### src/sv/alle_pkg.sv
// shared types and constants for the array linked list engine
// no dependencies; used by alle_ctrl, alle_dp and the top level
`timescale 1ns / 1ps
`default_nettype none

package alle_pkg;

  localparam int FIELD_W  = 11;
  localparam int VALUE_W  = 64;
  localparam int REQ_W    = 4;
  localparam int STATUS_W = 2;

  typedef enum logic [REQ_W-1:0] {
    REQ_INS_BEFORE = 4'd0,
    REQ_INS_AFTER  = 4'd1,
    REQ_INS_FRONT  = 4'd2,
    REQ_INS_BACK   = 4'd3,
    REQ_DELETE     = 4'd4,
    REQ_VALUE_AT   = 4'd5,
    REQ_SLOT_AT    = 4'd6,
    REQ_INDEX_OF   = 4'd7,
    REQ_FIND       = 4'd8,
    REQ_CLEAR      = 4'd9
  } req_e;

  typedef enum logic [STATUS_W-1:0] {
    ST_OK        = 2'd0,
    ST_FULL      = 2'd1,
    ST_NOT_FOUND = 2'd2,
    ST_BAD_POS   = 2'd3
  } status_e;

  typedef enum logic [3:0] {
    OP_NONE       = 4'd0,
    OP_RD_POS     = 4'd1,
    OP_INS_CHK    = 4'd2,
    OP_INS_TAKE   = 4'd3,
    OP_INS_LINK   = 4'd4,
    OP_CHK_LIVE   = 4'd5,
    OP_UNLINK     = 4'd6,
    OP_FREE       = 4'd7,
    OP_IDX_CHK    = 4'd8,
    OP_WALK_START = 4'd9,
    OP_WALK_STEP  = 4'd10,
    OP_WALK_HIT   = 4'd11,
    OP_FIND_MISS  = 4'd12,
    OP_CLR        = 4'd13,
    OP_SWEEP      = 4'd14,
    OP_EMIT       = 4'd15
  } dp_op_e;

  typedef struct packed {
    logic   load;
    dp_op_e op;
  } dp_cmd_t;

  typedef struct packed {
    logic [REQ_W-1:0] req;
    logic             ins_fail;
    logic             live_fail;
    logic             idx_bad;
    logic             walk_hit;
    logic             walk_miss;
    logic             sweep_last;
  } dp_stat_t;

endpackage

`default_nettype wire

### src/sv/alle_ctrl.sv
// controller state machine sequencing table reads, writes and walks
// depends on alle_pkg; commands alle_dp through dp_cmd_t
`timescale 1ns / 1ps
`default_nettype none

module alle_ctrl (
  input  wire                 clk_i,
  input  wire                 rst_ni,
  input  wire                 in_valid_i,
  output logic                in_stall_o,
  output logic                out_valid_o,
  input  wire                 out_stall_i,
  input  wire alle_pkg::dp_stat_t stat_i,
  output alle_pkg::dp_cmd_t   cmd_o
);

  typedef enum logic [15:0] {
    S_IDLE    = 16'h0001,
    S_DECODE  = 16'h0002,
    S_RDPOS   = 16'h0004,
    S_INSCHK  = 16'h0008,
    S_TAKE    = 16'h0010,
    S_LINK    = 16'h0020,
    S_LIVECHK = 16'h0040,
    S_UNLINK  = 16'h0080,
    S_FREE    = 16'h0100,
    S_IDXCHK  = 16'h0200,
    S_WSTART  = 16'h0400,
    S_WALK    = 16'h0800,
    S_CLR     = 16'h1000,
    S_CSWEEP  = 16'h2000,
    S_RSWEEP  = 16'h4000,
    S_EMIT    = 16'h8000
  } state_e;

  state_e state_q, state_d;
  logic out_valid_q, out_valid_d;
  logic accept;

  assign in_stall_o  = (state_q != S_IDLE);
  assign accept      = in_valid_i && (state_q == S_IDLE);
  assign out_valid_o = out_valid_q;

  always_comb begin
    state_d     = state_q;
    cmd_o.load  = accept;
    cmd_o.op    = alle_pkg::OP_NONE;
    out_valid_d = out_valid_q && out_stall_i;

    unique case (state_q)
      S_IDLE: begin
        if (accept) state_d = S_DECODE;
      end
      S_DECODE: begin
        unique case (stat_i.req) inside
          alle_pkg::REQ_INS_BEFORE, alle_pkg::REQ_INS_AFTER, alle_pkg::REQ_INS_FRONT,
          alle_pkg::REQ_INS_BACK, alle_pkg::REQ_DELETE, alle_pkg::REQ_INDEX_OF:
            state_d = S_RDPOS;
          alle_pkg::REQ_VALUE_AT, alle_pkg::REQ_SLOT_AT: state_d = S_IDXCHK;
          alle_pkg::REQ_FIND:  state_d = S_WSTART;
          alle_pkg::REQ_CLEAR: state_d = S_CLR;
          default:             state_d = S_EMIT;
        endcase
      end
      S_RDPOS: begin
        cmd_o.op = alle_pkg::OP_RD_POS;
        if (stat_i.req == alle_pkg::REQ_DELETE || stat_i.req == alle_pkg::REQ_INDEX_OF) begin
          state_d = S_LIVECHK;
        end else begin
          state_d = S_INSCHK;
        end
      end
      S_INSCHK: begin
        cmd_o.op = alle_pkg::OP_INS_CHK;
        state_d  = stat_i.ins_fail ? S_EMIT : S_TAKE;
      end
      S_TAKE: begin
        cmd_o.op = alle_pkg::OP_INS_TAKE;
        state_d  = S_LINK;
      end
      S_LINK: begin
        cmd_o.op = alle_pkg::OP_INS_LINK;
        state_d  = S_EMIT;
      end
      S_LIVECHK: begin
        cmd_o.op = alle_pkg::OP_CHK_LIVE;
        if (stat_i.live_fail) begin
          state_d = S_EMIT;
        end else if (stat_i.req == alle_pkg::REQ_DELETE) begin
          state_d = S_UNLINK;
        end else begin
          state_d = S_WSTART;
        end
      end
      S_UNLINK: begin
        cmd_o.op = alle_pkg::OP_UNLINK;
        state_d  = S_FREE;
      end
      S_FREE: begin
        cmd_o.op = alle_pkg::OP_FREE;
        state_d  = S_EMIT;
      end
      S_IDXCHK: begin
        cmd_o.op = alle_pkg::OP_IDX_CHK;
        state_d  = stat_i.idx_bad ? S_EMIT : S_WSTART;
      end
      S_WSTART: begin
        cmd_o.op = alle_pkg::OP_WALK_START;
        state_d  = S_WALK;
      end
      S_WALK: begin
        if (stat_i.walk_miss) begin
          cmd_o.op = alle_pkg::OP_FIND_MISS;
          state_d  = S_EMIT;
        end else if (stat_i.walk_hit) begin
          cmd_o.op = alle_pkg::OP_WALK_HIT;
          state_d  = S_EMIT;
        end else begin
          cmd_o.op = alle_pkg::OP_WALK_STEP;
        end
      end
      S_CLR: begin
        cmd_o.op = alle_pkg::OP_CLR;
        state_d  = S_CSWEEP;
      end
      S_CSWEEP: begin
        cmd_o.op = alle_pkg::OP_SWEEP;
        if (stat_i.sweep_last) state_d = S_EMIT;
      end
      S_RSWEEP: begin
        cmd_o.op = alle_pkg::OP_SWEEP;
        if (stat_i.sweep_last) state_d = S_IDLE;
      end
      S_EMIT: begin
        if (!out_valid_q || !out_stall_i) begin
          cmd_o.op    = alle_pkg::OP_EMIT;
          out_valid_d = 1'b1;
          state_d     = S_IDLE;
        end
      end
      default: state_d = S_IDLE;
    endcase
  end

  always_ff @(posedge clk_i or negedge rst_ni) begin
    if (!rst_ni) begin
      state_q     <= S_RSWEEP;
      out_valid_q <= 1'b0;
    end else begin
      state_q     <= state_d;
      out_valid_q <= out_valid_d;
    end
  end

`ifndef SYNTHESIS
  a_emit_src: assert property (@(posedge clk_i) disable iff (!rst_ni)
    $rose(out_valid_o) |-> $past(state_q == S_EMIT))
    else $error("result shown without an emit step");

  a_accept_decode: assert property (@(posedge clk_i) disable iff (!rst_ni)
    (in_valid_i && !in_stall_o) |=> (state_q == S_DECODE))
    else $error("accepted request not decoded");
`endif

endmodule

`default_nettype wire

### config.mk
export PLATFORM = sky130hd
export DESIGN_NAME = alle_ctrl
export DESIGN_NICKNAME = d
export VERILOG_FILES = /design/src/sv/alle_pkg.sv /design/src/sv/alle_ctrl.sv
export SDC_FILE = /design/constraint.sdc
export NUM_CORES = 1
export LEC_CHECK = 0
export BUFFER_PORTS_ARGS = -buffer_cell sky130_fd_sc_hd__clkbuf_2
export CAP_MARGIN = 20
export CELL_PAD_IN_SITES_DETAIL_PLACEMENT = 0
export CELL_PAD_IN_SITES_GLOBAL_PLACEMENT = 1
export CORE_MARGIN = 3
export CORE_UTILIZATION = 38
export CTS_BUF_LIST = sky130_fd_sc_hd__clkbuf_16
export DETAILED_ROUTE_END_ITERATION = 8
export PLACE_DENSITY_LB_ADDON = 0.1
export SYNTH_ARGS = -nofsm -noshare
export SYNTH_HDL_FRONTEND = slang
export SYNTH_SLANG_ARGS = --single-unit
export TNS_END_PERCENT = 10
### constraint.sdc
create_clock -name clk_i -period 2.1 [get_ports clk_i]
set_clock_uncertainty 0.15 [all_clocks]
set_input_delay 0.105 -clock clk_i [delete_from_list [all_inputs] [get_ports clk_i]]
set_output_delay 0.105 -clock clk_i [all_outputs]
set_load 0.01 [all_outputs]
==> results of run 1 <==
[cells by family after synthesis]
group,after synthesis
flops,17
compound gates,29
simple gates,93
xor+xnor,6
buf+inv,10
[critical path, delay by kind of cell (launching register included)]
kind	cells	cell delay [ps]
simple gates	2	960
compound gates	2	500
flops	1	370
buf+inv	1	160
[state kept, by name, indices dropped and copies added (netlist names)]
signal,flops
out_valid_o,1
state_q,16
[how the worst max path moves through the flow]
| stage | from | endpoint | slack (ps) |
|---|---|---|---|
| 2_1_floorplan | state_q[13] | cmd_o[2] | -60 |
| 3_3_place_gp | state_q[0] | state_q[15] | -130 |
| 3_5_place_dp | state_q[13] | cmd_o[2] | -150 |
| 4_1_cts | state_q[12] | cmd_o[2] | -390 |
| 5_1_grt | state_q[6] | cmd_o[2] | -460 |
| 6_report | state_q[6] | cmd_o[2] | -400 |
[through the flow]
step           TNS [ps]  hold WS, ps
6_report          -2109        12.73
2_1_floorplan    -158.2       -340.6
3_5_place_dp     -722.1       -84.35
3_3_place_gp     -660.3       -78.67
5_1_grt           -3638        37.75
4_1_cts           -2122        14.99
[layout by cell type (no fill, tap or decap), drive strengths merged, types with 2 or more instances in the layout]
master and instances:
a211oi 3, a21oi 5, and2 3, and3 2
and4 4, buf 39, clkbuf 22, dfrtp 16
dlygate4sd3 8, inv 3, nand2 9, nand2b 7
nand3 8, nand3b 2, nand4 4, nor2 14
nor3 8, nor3b 4, nor4 9, nor4b 2
o21ai 8, o32a 2, or2 2, or3 3
or4 7, or4b 2, xor2 5
[cell type report]
class,instances,area [sq um]
clock inverter,1,7.507
timing repair buffer,66,465.4
multi-input combinational,128,895.9
clock buffer,3,75.07
sequential,17,427.9
inverter,3,11.26
fill,316,1265
tap,44,55.05
[metal layers]
| metal | vias up | global-route usage, % | part of all wire (%) |
|---|---|---|---|
| li1 | 721 | - | - |
| met3 | 4 | 4.957 | 6.9 |
| met2 | 63 | 37.16 | 50 |
| met5 | - | 0 | 0 |
| met1 | 716 | 27.30 | 43 |
| met4 | 0 | 4.663 | 0.88 |
[report_power, final]
part / switching (uW) / leakage (uW) / internal, uW / total [uW]
clock: 150 / 0.0000371 / 258 / 408
combinational: 428 / 0.000658 / 413 / 841
sequential: 23.2 / 0.000229 / 358 / 381
total: 601 / 0.000923 / 1030 / 1630
[timing repair]
item	4_1_cts	5_1_grt
endpoints found under the hold margin	23	0
endpoints found under the setup margin	12	15
pin swaps	2	0
buffers inserted	1	0
gates resized for setup	8	5
hold buffers	8	0
==> impl_metrics.toml, run 1 <==
[outcome]
status = "finished, violations left"
violations = "negative setup slack"

[critical_path]
path_class = "flip-flop to output port"
reg2reg_depth = 7
r2r_slack_ps = -150
cp_cell_sequence = "or4_4, or3_4, o32a_1, o211ai_1, buf_2"
crit_path_end_kind = "output port"
r2r-end = "state_q[13]"
startpoint_type = "flip-flop"
worstPathArrival_ps = 2240
worstPathMaxFanout = 4
critical-path-slowest-cell = "or4_4"
worst_ep_required_time_ps = 1850
cp_slowest_stage_delay_ps = 580
reg2reg_from = "state_q[13]"

[yosys]
synth_compound_area_share_pct = 15.55
yosysMostFrequentCell = "dfrtp_1"
netlist_area_sq_mm = 0.001328
synth_xor_area_share_pct = 3.959
ys_seq_elements = 17
synth_area_leaders = "dfrtp_1, nor2_1, or4_4"
synth_warnings = 0
synth_top_cell_by_area = "dfrtp_1"
synth_edf_count = 0
synth_top_family_by_area = "simple AND/OR/NAND/NOR gates"
async_flop_share_pct = 100.0
synth.distinct_cells = 47
synth-main-ff-cell = "dfrtp_1"
yosys-top-cells-count = "dfrtp_1, nor2_1, nand2_1"
synth_fa_ha_area_share_pct = 0
yosysSeqAreaShare_pct = 32.14
syn_area_per_cell_sq_um = 8.565
syn_inst = 155
synth_top_cell_area_share_pct = 30.16
synthSimpleGateAreaFrac_pct = 43.73
synthMuxAreaShare_pct = 0
syn_nets = 169

[die]
ios = 21
coreArea_sq_mm = 0.003203
die_area_sq_mm = 0.004239
dieHeight_um = 65.11
rows = 20
fp.dieW_um = 65.11
start_util_pct = 41.45

[sta]
finalSetupViolations = 14
rsz0062_at_grt = "true"
drv_slew = 0
fmax_ghz = 0.4005
setup_ws_ps = -397.0
hold_violations = 0
worst_slew_pin_slew_ps = 432.7
min_period_ps = 2497
fin_crit_sh_pct = 118.9
relSlewSlack_pct = 70.85

[clock_tree]
htree_levels = 1
clk_pin_slew_ps = 60
cts.path.max_buffers = 2
ctsRootBufferMaster = "clkbuf_16"
clock_latency_ps = 260
cts_tree = "yes"
cts_made_buffers = 3
clock_sinks = 17

[finish]
num-nets-final = 233
fin_area_sq_mm = 0.001938
area_growth_pct = 45.99
diodes = 0
stdcell_count = 262
post-route-util_pct = 60.51
drive_gt1_share_pct = 38.53

[drt]
remaining_drc_errors = 0
routed_wirelength_mm = 4.210
firstDrtPassIters = 4
via_per_inst = 5.740
ant_nets = 0
detailroute.via_count = 1504
wire_per_inst_um = 16.07
drt_iter0_markers = 128

[hold_path]
hold_depth = 3
hold_path_class = "primary input to flip-flop"
min_from = "stat_i[7]"
hold_path_end = "state_q[10]"

[global_routing]
grt_pass1_wl_mm = 7.003
track_usage_pct = 21.49
antenna_found_initial = 0
grt_pass1_vias = 1488
grt-ovfl-total = 0
grt_max_degree = 18

[place]
io_buffers = 20
dp_slack_ps = -145.6
placed_cells = 249
placed_area_sq_mm = 0.001710
hpwl_mm = 3.294
place.gp.congestion = 0.9052

[power_and_ir_drop]
power.total_uw = 1630
p_leak_uw = 0.0009234
ir_worst_vdd_mv = 0.4679
power.density_mw_per_mm2 = 840.9

[flow_run]
drv_cap = 0
Power figures use the tool's default switching activity.
==> inputs of run 2 (changes only) <==
--- a/config.mk
+++ b/config.mk
@@ -14,6 +14,7 @@
 export CTS_BUF_LIST = sky130_fd_sc_hd__clkbuf_16
 export DETAILED_ROUTE_END_ITERATION = 8
 export PLACE_DENSITY_LB_ADDON = 0.1
+export SKIP_LAST_GASP = 1
 export SYNTH_ARGS = -nofsm -noshare
 export SYNTH_HDL_FRONTEND = slang
 export SYNTH_SLANG_ARGS = --single-unit
==> run 2 against run 1 <==
Effect of this change: the flow still finishes with violations (negative setup slack); via count is 1.0% lower; routed wire length decreased by 2.5%; final cell count did not move; final area decreased by 2.5%; global-route usage shrank 0.14 points; flip-flop and latch count stayed put; sequential share of layout area increased by 0.49 points; first-iteration DRC count is 13% lower; maximum frequency rose by 0.90%; worst setup slack improved by 22 ps; non-clock buffer count did not move; die area did not move; largest cell class unchanged.
==> impl_metrics.toml, run 2 (synthesis gave the netlist of run 1 again) <==
[place]
place.gp.congestion = 0.9052
dp_slack_ps = -145.6
hpwl_mm = 3.294
io_buffers = 20
placed_cells = 249

[drt]
drt_iter0_markers = 112
detailroute.via_count = 1489
ant_nets = 0
via_per_inst = 5.683
wire_per_inst_um = 15.67
remaining_drc_errors = 0
firstDrtPassIters = 4
routed_wirelength_mm = 4.106

[power_and_ir_drop]
power_switching_uw = 572.3
p_comb_share_pct = 50.5
sw_frac_of_total_pct = 36.25
ir_worst_vdd_mv = 0.4362
p_leak_uw = 0.0009187
power.density_mw_per_mm2 = 835.2
p_int_uw = 1007
p_seq_share_pct = 24.0
pwr-share-clk_pct = 25.5

[die]
coreArea_sq_mm = 0.003203
dieHeight_um = 65.11
ios = 21
die_area_sq_mm = 0.004239
fp.dieW_um = 65.11
start_util_pct = 41.45
rows = 20

[finish]
post-route-util_pct = 59.02
layout_commonest_cell = "buf_4"
drive_gt1_share_pct = 35.32
layout_common_cells = "buf_4, clkbuf_2, dfrtp_1, nor2_1, nand2_1"
diodes = 0
largest_reg_flops = 16
regArea_sq_um = 426.7
nFillCells = 323
multi_input_area_sq_um = 849.6
stdcell_count = 262
top_register = "state_q"
area_growth_pct = 42.41
num-nets-final = 233

[sta]
min_period_ps = 2475
hold_violations = 0
finalSetupViolations = 14
rsz0062_at_grt = "true"
fmax_ghz = 0.4041
relSlewSlack_pct = 70.67
setup_ws_ps = -374.8
fin_crit_sh_pct = 117.8
drv_slew = 0
worst_slew_pin_slew_ps = 440.0

[critical_path]
cp_cell_sequence = "or4_4, or4_4, o32a_1, o211ai_1, buf_2"
r2r_slack_ps = -170
worstPathBufferInverterCount = 1
worstPathMaxFanout = 3
r2r-end = "state_q[15]"
cp_slowest_stage_delay_ps = 530
crit_top_cell = "or4_4"
reg2reg_from = "state_q[0]"
crit_path_end_kind = "output port"
worstPathArrival_ps = 2220
reg2reg_depth = 6
worst_ep_required_time_ps = 1850
path_class = "flip-flop to output port"
critical_path_depth = 5
startpoint_type = "flip-flop"
crit_family = "simple AND/OR/NAND/NOR gates"
critical-path-slowest-cell = "or4_4"

[clock_tree]
clk_pin_slew_ps = 50
htree_levels = 1
cts_tree = "yes"
clock_sinks = 17
cts_made_buffers = 3
clock_latency_ps = 260
ctsRootBufferMaster = "clkbuf_16"
cts.path.max_buffers = 2

[outcome]
status = "finished, violations left"
violations = "negative setup slack"

[hold_path]
min_from = "stat_i[7]"
hold_path_class = "primary input to flip-flop"
hold_path_end = "state_q[10]"
hold_depth = 3

[global_routing]
grt_pass1_vias = 1480
antenna_found_initial = 0
grt_max_degree = 18
grt_pass1_wl_mm = 6.969
grt-ovfl-total = 0
track_usage_pct = 21.34

[flow_run]
drv_cap = 0
run 2: cell count changes in the layout (fill, tap and decap cells not counted):
cell     previous run  this run
nor3_1              5         8
nor3_2              3         0
nor4_4              2         0
or4_1               1         3
or4_4               6         4
dfrtp_1            15        16
dfrtp_2             1         0
nor4_1              5         6
nor4_2              2         3
o21ai_0             6         7
o21ai_1             2         1
run 2: worst reg2reg max path: stages (launching register included):
cell,delay [ps]
dfrtp_1,390
or4_1,580
nor4_2,330
buf_4,190
nand4_1,170
o31a_1,200
a41oi_2,180
run 2: what timing repair did:
action                                  4_1_cts  5_1_grt
endpoints found under the setup margin       12       16
hold endpoints to repair                     23        0
setup buffers                                 1        0
hold buffers                                  8        0
resized for setup                             1        2
run 2: layout make-up:
cell class                 instances  share of cell area (%)
sequential                        17                   22.57
tap                               44                   2.912
clock inverter                     1                  0.3971
multi-input combinational        128                   44.94
timing repair buffer              66                   24.62
clock buffer                       3                   3.971
inverter                           3                  0.5956
run 2: through the flow:
| step | instance area, sq um | setup TNS, ps | hold slack [ps] | total power [uW] |
|---|---|---|---|---|
| 3_3_place_gp | 1710 | -660.3 | -78.67 | 1145 |
| 2_1_floorplan | 1328 | -158.2 | -340.6 | 803.2 |
| 3_5_place_dp | 1710 | -722.1 | -84.35 | 1145 |
| 5_1_grt | 1891 | -4175 | 37.82 | 1666 |
| 4_1_cts | 1886 | -2542 | 14.99 | 1573 |
| 6_report | 1891 | -2549 | 10.20 | 1579 |
run 2: metal layers:
| layer | part of all wire, % | GRT usage, % | vias to the layer above |
|---|---|---|---|
| li1 | - | - | 724 |
| met2 | 48 | 37.04 | 50 |
| met3 | 6.2 | 4.786 | 4 |
| met1 | 44 | 27.41 | 711 |
| met4 | 0.85 | 3.886 | 0 |
| met5 | 0 | 0 | - |
run 2: power groups by stage:
stage	Clock (uW)	Sequential (uW)	Combinational, uW
CTS	407	378	787
finish	403	378	798
detailed placement	0	384	760
floorplan	0	392	411
global placement	0	383	762
global route	417	382	867
run 2: how the worst max path moves through the flow:
stage                     slack (ps)         from           to
after floorplan                  -60  state_q[13]     cmd_o[2]
after global placement          -130   state_q[0]  state_q[15]
after detailed placement        -150  state_q[13]     cmd_o[2]
after CTS                       -390  state_q[12]     cmd_o[2]
after global routing            -440  state_q[12]     cmd_o[2]
final                           -370  state_q[12]     cmd_o[2]
==> inputs of run 3 (changes only) <==
--- a/config.mk
+++ b/config.mk
@@ -5,12 +5,13 @@
 export SDC_FILE = /design/constraint.sdc
 export NUM_CORES = 1
 export LEC_CHECK = 0
+export ABC_AREA = 1
 export BUFFER_PORTS_ARGS = -buffer_cell sky130_fd_sc_hd__clkbuf_2
 export CAP_MARGIN = 20
 export CELL_PAD_IN_SITES_DETAIL_PLACEMENT = 0
 export CELL_PAD_IN_SITES_GLOBAL_PLACEMENT = 1
 export CORE_MARGIN = 3
-export CORE_UTILIZATION = 38
+export CORE_UTILIZATION = 42
 export CTS_BUF_LIST = sky130_fd_sc_hd__clkbuf_16
 export DETAILED_ROUTE_END_ITERATION = 8
 export PLACE_DENSITY_LB_ADDON = 0.1
==> constraint.sdc (replaced) <==
create_clock -name clk_i -period 3 [get_ports clk_i]
set_clock_uncertainty 0.15 [all_clocks]
set_input_delay 0.15 -clock clk_i [delete_from_list [all_inputs] [get_ports clk_i]]
set_output_delay 0.15 -clock clk_i [all_outputs]
set_load 0.01 [all_outputs]
==> run 3 against run 2 <==
Effect of this change: critical endpoint unchanged; the flow now finishes without violations; highest routed layer unchanged; clock power down 33%; worst setup slack better by 1200 ps; sequential share of layout area up 5.3 points.
==> impl_metrics.toml, run 3 <==
[yosys]
syn_nets = 201
ys_seq_elements = 17
synth_warnings = 0
async_flop_share_pct = 100.0
syn_inst = 187
synth_area_leaders = "dfrtp_1, nand2_1, nor2_1"
yosysMostFrequentCell = "nand2_1"
yosys-top-cells-count = "nand2_1, nor2_1, inv_1"
synth.distinct_cells = 28
synth_top_cell_by_area = "dfrtp_1"
syn_area_per_cell_sq_um = 6.912
synth-main-ff-cell = "dfrtp_1"
synth_top_cell_area_share_pct = 30.98
synth_edf_count = 0
netlist_area_sq_mm = 0.001292
yosysSeqAreaShare_pct = 33.01

[critical_path]
r2r_slack_ps = 1090
startpoint_type = "flip-flop"
reg2reg_from = "state_q[11]"
worstPathArrival_ps = 1920
reg2reg_depth = 10
path_class = "flip-flop to output port"
worst_ep_required_time_ps = 2700
r2r-end = "state_q[0]"
worstPathMaxFanout = 11
crit_path_end_kind = "output port"

[sta]
fmax_ghz = 0.4497
worst_slew_pin_slew_ps = 456.7
min_period_ps = 2224
fin_crit_sh_pct = 74.13
rsz0062_at_grt = "false"
drv_slew = 0
hold_violations = 0
relSlewSlack_pct = 69.55
finalSetupViolations = 0
fin_tns_setup_ps = 0

[hold_path]
min_from = "in_valid_i"
hold_path_class = "primary input to flip-flop"
hold_path_end = "state_q[1]"
hold_depth = 3

[power_and_ir_drop]
ir_worst_vdd_mv = 0.5320
power.density_mw_per_mm2 = 583.8
pwr-share-clk_pct = 30.2
power_switching_uw = 345.2
p_seq_share_pct = 29.6
p_leak_uw = 0.0008790
p_comb_share_pct = 40.3
sw_frac_of_total_pct = 38.67
p_int_uw = 547.5

[place]
place.gp.congestion = 0.8333
hpwl_mm = 2.518
placed_cells = 236
io_buffers = 20

[finish]
drive_gt1_share_pct = 26.76
layout_common_cells = "nand2_1, nor2_1, inv_1, clkbuf_2, dfrtp_1"
diodes = 0
stdcell_count = 244
num-nets-final = 228
area_growth_pct = 18.30
top_register = "state_q"
layout_commonest_cell = "nand2_1"
largest_reg_flops = 16

[clock_tree]
htree_levels = 1
clk_pin_slew_ps = 60
ctsRootBufferMaster = "clkbuf_16"
clock_sinks = 17
cts_setup_buffers = 0
cts_made_buffers = 3
clock_latency_ps = 250
cts_tree = "yes"
cts.path.max_buffers = 2

[drt]
ant_nets = 0
via_per_inst = 4.959
firstDrtPassIters = 4
drt_iter0_markers = 58
wire_per_inst_um = 12.31
remaining_drc_errors = 0
routed_wirelength_mm = 3.004
detailroute.via_count = 1210

[global_routing]
grt_max_degree = 18
grt_pass1_vias = 1199
grt_pass1_wl_mm = 5.292
antenna_found_initial = 0
grt-ovfl-total = 0
track_usage_pct = 18.71

[die]
fp.dieW_um = 61.48
dieHeight_um = 61.48
rows = 19
coreArea_sq_mm = 0.002853
die_area_sq_mm = 0.003779
ios = 21
start_util_pct = 45.31

[outcome]
status = "finished, final reports clean"

[flow_run]
drv_cap = 0
[run 3: changes by cell type in the layout (fill, tap and decap cells not counted), sizes merged, moves of 7 or more]
cell,before,now
buf,39,0
nand2b,7,0
inv,3,26
nor2,14,51
nand3,8,15
or4,7,0
nand2,9,52
nor4,9,0
[run 3: area by class of cell]
cell class              instances  area, sq um
fillers                       297         1324
multi-input cells             141        742.0
flip-flops and latches         17        426.7
repair buffers                 24        140.1
inverters                      27        101.3
clock buffers                   3        75.07
well taps                      31        38.79
clock inverters                 1        5.005
[run 3: repair_timing]
action                    CTS  global route
resized for setup           0             0
hold endpoints to repair   19             0
hold buffers                4             0
[run 3: cells by family (layout without fill, tap and decap cells)]
| logic type | after synthesis | count (layout) | share of synthesized area, % |
|---|---|---|---|
| AO/OA/AOI/OAI | 9 | 9 | 4.066 |
| flip-flops | 17 | 17 | 33.01 |
| AND/OR/NAND/NOR | 131 | 131 | 52.66 |
| buffers and inverters | 29 | 55 | 9.584 |
| XOR/XNOR | 1 | 1 | 0.6778 |
[run 3: worst max path at each step]
stage	start	endpoint	slack (ps)	depth (start not counted)
3_3_place_gp	state_q[11]	cmd_o[2]	1100	8
2_1_floorplan	state_q[14]	cmd_o[2]	1430	8
3_5_place_dp	state_q[11]	cmd_o[2]	1030	8
5_1_grt	state_q[11]	cmd_o[2]	620	8
6_report	state_q[11]	cmd_o[2]	780	8
4_1_cts	state_q[11]	cmd_o[2]	770	8
[run 3: metrics by stage]
stage	setup slack (ps)	hold slack (ps)	area, sq um	utilization (%)	power, uW
5_1_grt	615.9	40.92	1529	53.60	954.7
6_report	776.1	14.71	1529	53.60	892.7
4_1_cts	768.7	14.00	1529	53.60	903.0
2_1_floorplan	1427	-295.6	1292	-	550.8
3_5_place_dp	1031	-29.31	1409	49.39	627.0
3_3_place_gp	1098	-42.94	1409	49.39	619.9
[run 3: routing by layer]
metal	wire (um)	global-route usage, %	part of all wire [%]	up-vias
met1	1427	24.97	48	549
met5	0	0	0	-
li1	-	-	-	636
met3	102	3.354	3.4	2
met4	10	3.030	0.33	0
met2	1464	32.18	49	23
[run 3: worst max-delay path: stages (launching register included)]
cell and delay [ps]:
dfrtp_1 400, nor2_2 210, nand2_4 110, nor2_4 350, nand2_1 180, nand2_1 100
nor2_1 70, o2111ai_1 100, clkbuf_2 160
[run 3: power by group through the flow]
stage	Combinational, uW	Clock [uW]	Sequential [uW]
floorplan	284	0	267
global placement	352	0	268
detailed placement	359	0	268
CTS	364	275	264
global route	402	285	268
finish	359	269	264
